==> src/rtl/core/mcinv_pkg.sv <==
// mcinv_pkg: widths, word types and minor tables for the 3x3 inverse/cofactor block
// no dependencies; used by the interfaces and every module of the block
`timescale 1ns / 1ps

package mcinv_pkg;

  localparam int ELEM_WIDTH = 32;
  localparam int FRAC_BITS  = 16;
  localparam int NL         = 9;

  // product, cofactor, determinant, divisor and remainder widths
  localparam int PW = 2 * ELEM_WIDTH + 1;
  localparam int CW = 2 * ELEM_WIDTH + 1;
  localparam int DW = 3 * ELEM_WIDTH + 2;
  localparam int YW = DW + 1;
  localparam int RW = DW + ELEM_WIDTH + 2;

  localparam int FIFO_DEPTH = 4;
  localparam int FIFO_PTRW  = $clog2(FIFO_DEPTH);
  localparam int FIFO_LVW   = $clog2(FIFO_DEPTH + 1);

  typedef logic [ELEM_WIDTH-1:0] elem_t;
  typedef logic [CW-1:0]         cof_t;
  typedef logic [DW-1:0]         det_t;
  typedef logic [YW-1:0]         divisor_t;
  typedef logic [RW-1:0]         rem_t;

  typedef struct packed {
    logic  func;
    elem_t a00;
    elem_t a01;
    elem_t a02;
    elem_t a10;
    elem_t a11;
    elem_t a12;
    elem_t a20;
    elem_t a21;
    elem_t a22;
  } req_word_t;

  typedef struct packed {
    elem_t out_00;
    elem_t out_01;
    elem_t out_02;
    elem_t out_10;
    elem_t out_11;
    elem_t out_12;
    elem_t out_20;
    elem_t out_21;
    elem_t out_22;
    elem_t determinant;
    logic  singular;
  } rsp_word_t;

  typedef struct packed {
    logic               func;
    elem_t [2:0]        row0;
    cof_t  [NL-1:0]     cof;
  } cof_word_t;

  // cofactor k = a[MP]*a[MQ] - a[MR]*a[MS], row-major element indexes
  localparam int MP [NL] = '{4, 5, 3, 2, 0, 1, 1, 2, 0};
  localparam int MQ [NL] = '{8, 6, 7, 7, 8, 6, 5, 3, 4};
  localparam int MR [NL] = '{5, 3, 4, 1, 2, 0, 2, 0, 1};
  localparam int MS [NL] = '{7, 8, 6, 8, 6, 7, 4, 5, 3};

endpackage

==> src/rtl/core/mcinv_if.sv <==


interface mcinv_cof_if;
  logic                  valid;
  logic                  ready;
  mcinv_pkg::cof_word_t  data;
  modport source (output valid, output data, input ready);
  modport sink   (input valid, input data, output ready);
endinterface

==> src/rtl/core/mcinv_fifo.sv <==
// mcinv_fifo: short queue of cofactor words between the front and back parts
// depends on mcinv_pkg and mcinv_if
`timescale 1ns / 1ps

module mcinv_fifo (
  input  logic                                clk,
  input  logic                                rst,
  mcinv_cof_if.sink                           push,
  mcinv_cof_if.source                         pop,
  output logic [mcinv_pkg::FIFO_LVW-1:0]      level
);

  localparam int DEPTH = mcinv_pkg::FIFO_DEPTH;
  localparam int PTRW  = mcinv_pkg::FIFO_PTRW;
  localparam int LVW   = mcinv_pkg::FIFO_LVW;

  mcinv_pkg::cof_word_t  mem [DEPTH];
  logic [PTRW-1:0]       wr_ptr, rd_ptr;
  logic                  do_push, do_pop;

  assign push.ready = (level != LVW'(DEPTH));
  assign pop.valid  = (level != '0);
  assign pop.data   = mem[rd_ptr];
  assign do_push    = push.valid && push.ready;
  assign do_pop     = pop.valid && pop.ready;

  always_ff @(posedge clk) begin
    if (rst) begin
      wr_ptr <= '0;
      rd_ptr <= '0;
      level  <= '0;
    end else begin
      if (do_push) wr_ptr <= wr_ptr + PTRW'(1);
      if (do_pop)  rd_ptr <= rd_ptr + PTRW'(1);
      if (do_push && !do_pop)      level <= level + LVW'(1);
      else if (do_pop && !do_push) level <= level - LVW'(1);
    end
  end

  always_ff @(posedge clk) begin
    if (do_push) mem[wr_ptr] <= push.data;
  end

endmodule

==> src/flat_wrapper.sv <==
// flat-port wrapper written by rule: the top's interface ports become plain ports
module mcinv_fifo_flat 
  (clk, rst, level, push_valid, push_data, push_ready, pop_valid, pop_data, pop_ready);
  mcinv_cof_if push_i ();
  mcinv_cof_if pop_i ();
  input  logic clk;
  input  logic rst;
  output logic [mcinv_pkg::FIFO_LVW-1:0] level;
  input wire logic [$bits(push_i.valid)-1:0] push_valid;
  input wire logic [$bits(push_i.data)-1:0] push_data;
  output wire logic [$bits(push_i.ready)-1:0] push_ready;
  output wire logic [$bits(pop_i.valid)-1:0] pop_valid;
  output wire logic [$bits(pop_i.data)-1:0] pop_data;
  input wire logic [$bits(pop_i.ready)-1:0] pop_ready;
  assign push_i.valid = push_valid;
  assign push_i.data = push_data;
  assign push_ready = push_i.ready;
  assign pop_valid = pop_i.valid;
  assign pop_data = pop_i.data;
  assign pop_i.ready = pop_ready;
  mcinv_fifo u_core (.clk(clk), .rst(rst), .push(push_i), .pop(pop_i), .level(level));
endmodule
==> config.mk <==
export PLATFORM = sky130hd
export DESIGN_NAME = mcinv_fifo_flat
export DESIGN_NICKNAME = d
export VERILOG_FILES = /design/src/rtl/core/mcinv_pkg.sv /design/src/rtl/core/mcinv_if.sv /design/src/rtl/core/mcinv_fifo.sv /design/src/flat_wrapper.sv
export SDC_FILE = /design/constraint.sdc
export NUM_CORES = 2
export LEC_CHECK = 0
export BUFFER_PORTS_ARGS = -buffer_cell sky130_fd_sc_hd__clkbuf_2
export CORE_ASPECT_RATIO = 1.1
export CORE_MARGIN = 2
export CORE_UTILIZATION = 30
export DETAILED_ROUTE_END_ITERATION = 8
export PLACE_DENSITY = 0.59
export SETUP_SLACK_MARGIN = 0.3
export SLEW_MARGIN = 20
export SYNTH_ARGS = -nofsm -noshare
export SYNTH_HDL_FRONTEND = slang
export SYNTH_SLANG_ARGS = --single-unit
==> constraint.sdc <==
create_clock -name clk -period 24.7 [get_ports clk]
set_input_delay 7.41 -clock clk [delete_from_list [all_inputs] [get_ports clk]]
set_output_delay 7.41 -clock clk [all_outputs]
set_load 0.03 [all_outputs]
==> summary.txt <==
Fin Clk Skew: 0.0469 ns
Mapped Nets: 4,302
post-route ant nets: 0
Max Fanout on Critical Path: 88
post-DP HPWL: 176,000 um
commonest non-fill, non-tap cell in the layout: edfxtp_1
vias in the first global route: 47,600
sequential area share after synthesis: 0.824
routability cong.: 0.826
worst hold path type: reg2reg
Slew headroom: 0.222
Crit Path Category: reg2out
number of buffers created by CTS: 286
Power Internal: 0.00919 W
CP bufs+invs: 6
Multi-input gate area: 0.0156 mm^2
fraction of layout cells with a size suffix above 1: 0.464
most frequent cells in the layout: edfxtp_1, clkbuf_2, mux4_2, clkbuf_16, clkbuf_1
Overall Power: 0.0137 W
final hold vios: 0
slowest CP cell: dfxtp_4
pin count of the biggest net entering global routing: 143
Ports: 1,373
dpl cell area: 0.111 mm^2
Total GRT Usage: 0.148
Post-Syn Area: 0.0996 mm^2
DR WL/cell: 26.4 um
MaxCap Viol Count: 0
GRT Residual Overflow: 0
Post-CTS Setup Inserts: 0
First DRT Iteration DRCs: 4,052
Clk Latency, worst-skew pair: 0.85 ns
WP data required: 17.29 ns
row count: 221
CORE AREA: 0.330 mm^2
crit path to: pop_data[670]
status: complete, no violations
RR Startpoint: u_core.level[0]$_SDFFE_PP0P_
crit end category: output port
Worst Reg-to-Reg Cells: 7
VDD IR max: 108 uV
Slew Limit Fails: 0
cell taking the most area after synthesis: edfxtp_1
DRC: 0
P_leak: 39.1 nW
Tcrit/Tclk final: 0.546
register area: 0.0821 mm^2
post-synth top area share: 0.822
FF+latch count, synth: 2,737
average size of a mapped cell: 27.6 um^2
Die Height: 608 um
max incr delay on CP: 0.76 ns
PwrDens: 114 mW/mm^2
Final Cell Area: 0.120 mm^2
number of synthesis warnings: 0
number of H-tree levels: 5
total clock sinks: 2,737
drt via density: 4.67
minimum clock period: 13.48 ns
die width: 553 um
clock root buffer: clkbuf_16
IO Port Bufs: 1,372
Area contributors post-synth: edfxtp_1, mux4_2, buf_12
Pre-antenna DRT Iters: 5
Starting Density: 0.302
Psw: 0.00447 W
sequential share of power: 0.422
most frequent CP cell: buf_4
via count: 45,700
CP top delay family: buffers and inverters
first-pass GRT wire length: 361,000 um
worst-path cell chain: buf_12 > buf_4 > buf_4 > buf_4 > buf_4 > mux4_2 > clkbuf_2
r2r setup slk: 18.87 ns
actual slew at the worst max-slew pin: 1.17 ns
Post-Route WL: 258,000 um
initial antenna violation count: 130
setup_tns: 0 ns
final net count: 5,868
Comb pwr share: 0.282
Mapped Cells: 3,610
CP Depth: 7
Reg clk slew, reported paths: 0.06 ns
TritonCTS clock tree: yes
post-CTS resize count: 0
kind of start point of the critical path: flip-flop
Hold Buf Count CTS: 0
Arr. time, crit path: 6.07 ns
# setup viols final: 0
switching fraction of total power: 0.327
worst-case clock buffer depth: 4
worst reg2reg path endpoint: u_core.mem[1][597]$_DFFE_PP_
Netlist cell types: 23
area grow syn2layout: 20.0%
die area: 0.337 mm^2
fill cell count: 30,000
Hold Path Origin: u_core.wr_ptr[1]$_SDFFE_PP0P_
Clk pwr share: 0.296
fmax: 74.2 MHz
unrepaired setup endpoints after global routing: no
==> routing by layer <==
metal,global-route usage,share of wire
met1,0.168,0.36
met5,0,0.0017
met3,0.0671,0.11
met4,0.0425,0.029
met2,0.249,0.49
==> metrics by stage <==
step                worst slack (ns)  std cells   util  hold WS (ns)
finish                         11.22       9782  0.363         0.530
CTS                            10.90       9734  0.362         0.532
detailed placement             11.88       9236  0.336         0.518
floorplan                      0.476       3610      -         0.482
global placement               11.95       9236  0.336         0.495
global route                   10.55       9745  0.362         0.560
==> cell type report <==
class	instances	area share
clock buffer	361	0.0633
multi-input combinational	717	0.131
tap	4348	0.0455
timing repair buffer	1431	0.0630
inverter	3	0.0000942
sequential	2737	0.686
antenna	48	0.00100
clock inverter	137	0.00990
==> worst min-delay path by stage <==
stage                                               end  slack, ns  cells past startpoint
final                     u_core.wr_ptr[1]$_SDFFE_PP0P_       0.53                      2
after global routing      u_core.wr_ptr[1]$_SDFFE_PP0P_       0.56                      2
after CTS                 u_core.wr_ptr[1]$_SDFFE_PP0P_       0.53                      2
after detailed placement                      flip-flop       0.52                      2
after global placement    u_core.wr_ptr[1]$_SDFFE_PP0P_       0.50                      2
after floorplan           u_core.wr_ptr[1]$_SDFFE_PP0P_       0.48                      2
==> cell families (layout without fill, tap and decap cells) <==
logic type	after synthesis	in the layout	share of synthesized area
AOI/OAI and AO/OA	5	5	0.000377
muxes	685	685	0.154
and+or+nand+nor	17	17	0.000841
xor gates and xnor gates	4	4	0.000352
other	0	48	0
adders and majority gates	6	6	0.000829
buffers and inverters	156	1932	0.0191
DFF	2737	2737	0.824
==> Yosys cell counts <==
library cell     n
buf_2           69
nand2b_1         2
clkbuf_1         8
dfxtp_1          9
o31ai_1          1
a21oi_1          1
ha_1             5
mux4_2         682
and2_1           4
a21boi_2         1
buf_6            1
mux2_2           1
mux2i_1          2
fa_1             1
inv_1            3
xor2_1           4
o311ai_0         1
o21ai_0          1
or3_1            2
nand2_1          1
edfxtp_1      2728
buf_12          75
nor2_1           8
==> tightest hold or removal path, stage by stage, from the launching register on <==
cell	delay, ns
dfxtp_1	0.34
nand2b_1	0.08
mux2i_1	0.06
==> flip-flops by register name, summed over array words and instances, names as in the netlist, named ones only <==
register       count
u_core.wr_ptr      2
u_core.rd_ptr      2
u_core.mem      2728
u_core.level       3
==> power groups by stage <==
stage               combinational [W]  sequential [W]  clock, W
floorplan                     0.00283         0.00617         0
detailed placement            0.00393         0.00586         0
global placement              0.00393         0.00583         0
CTS                           0.00394         0.00576   0.00415
global route                  0.00404         0.00579   0.00432
finish                        0.00385         0.00576   0.00405
Power figures use the tool's default switching activity.
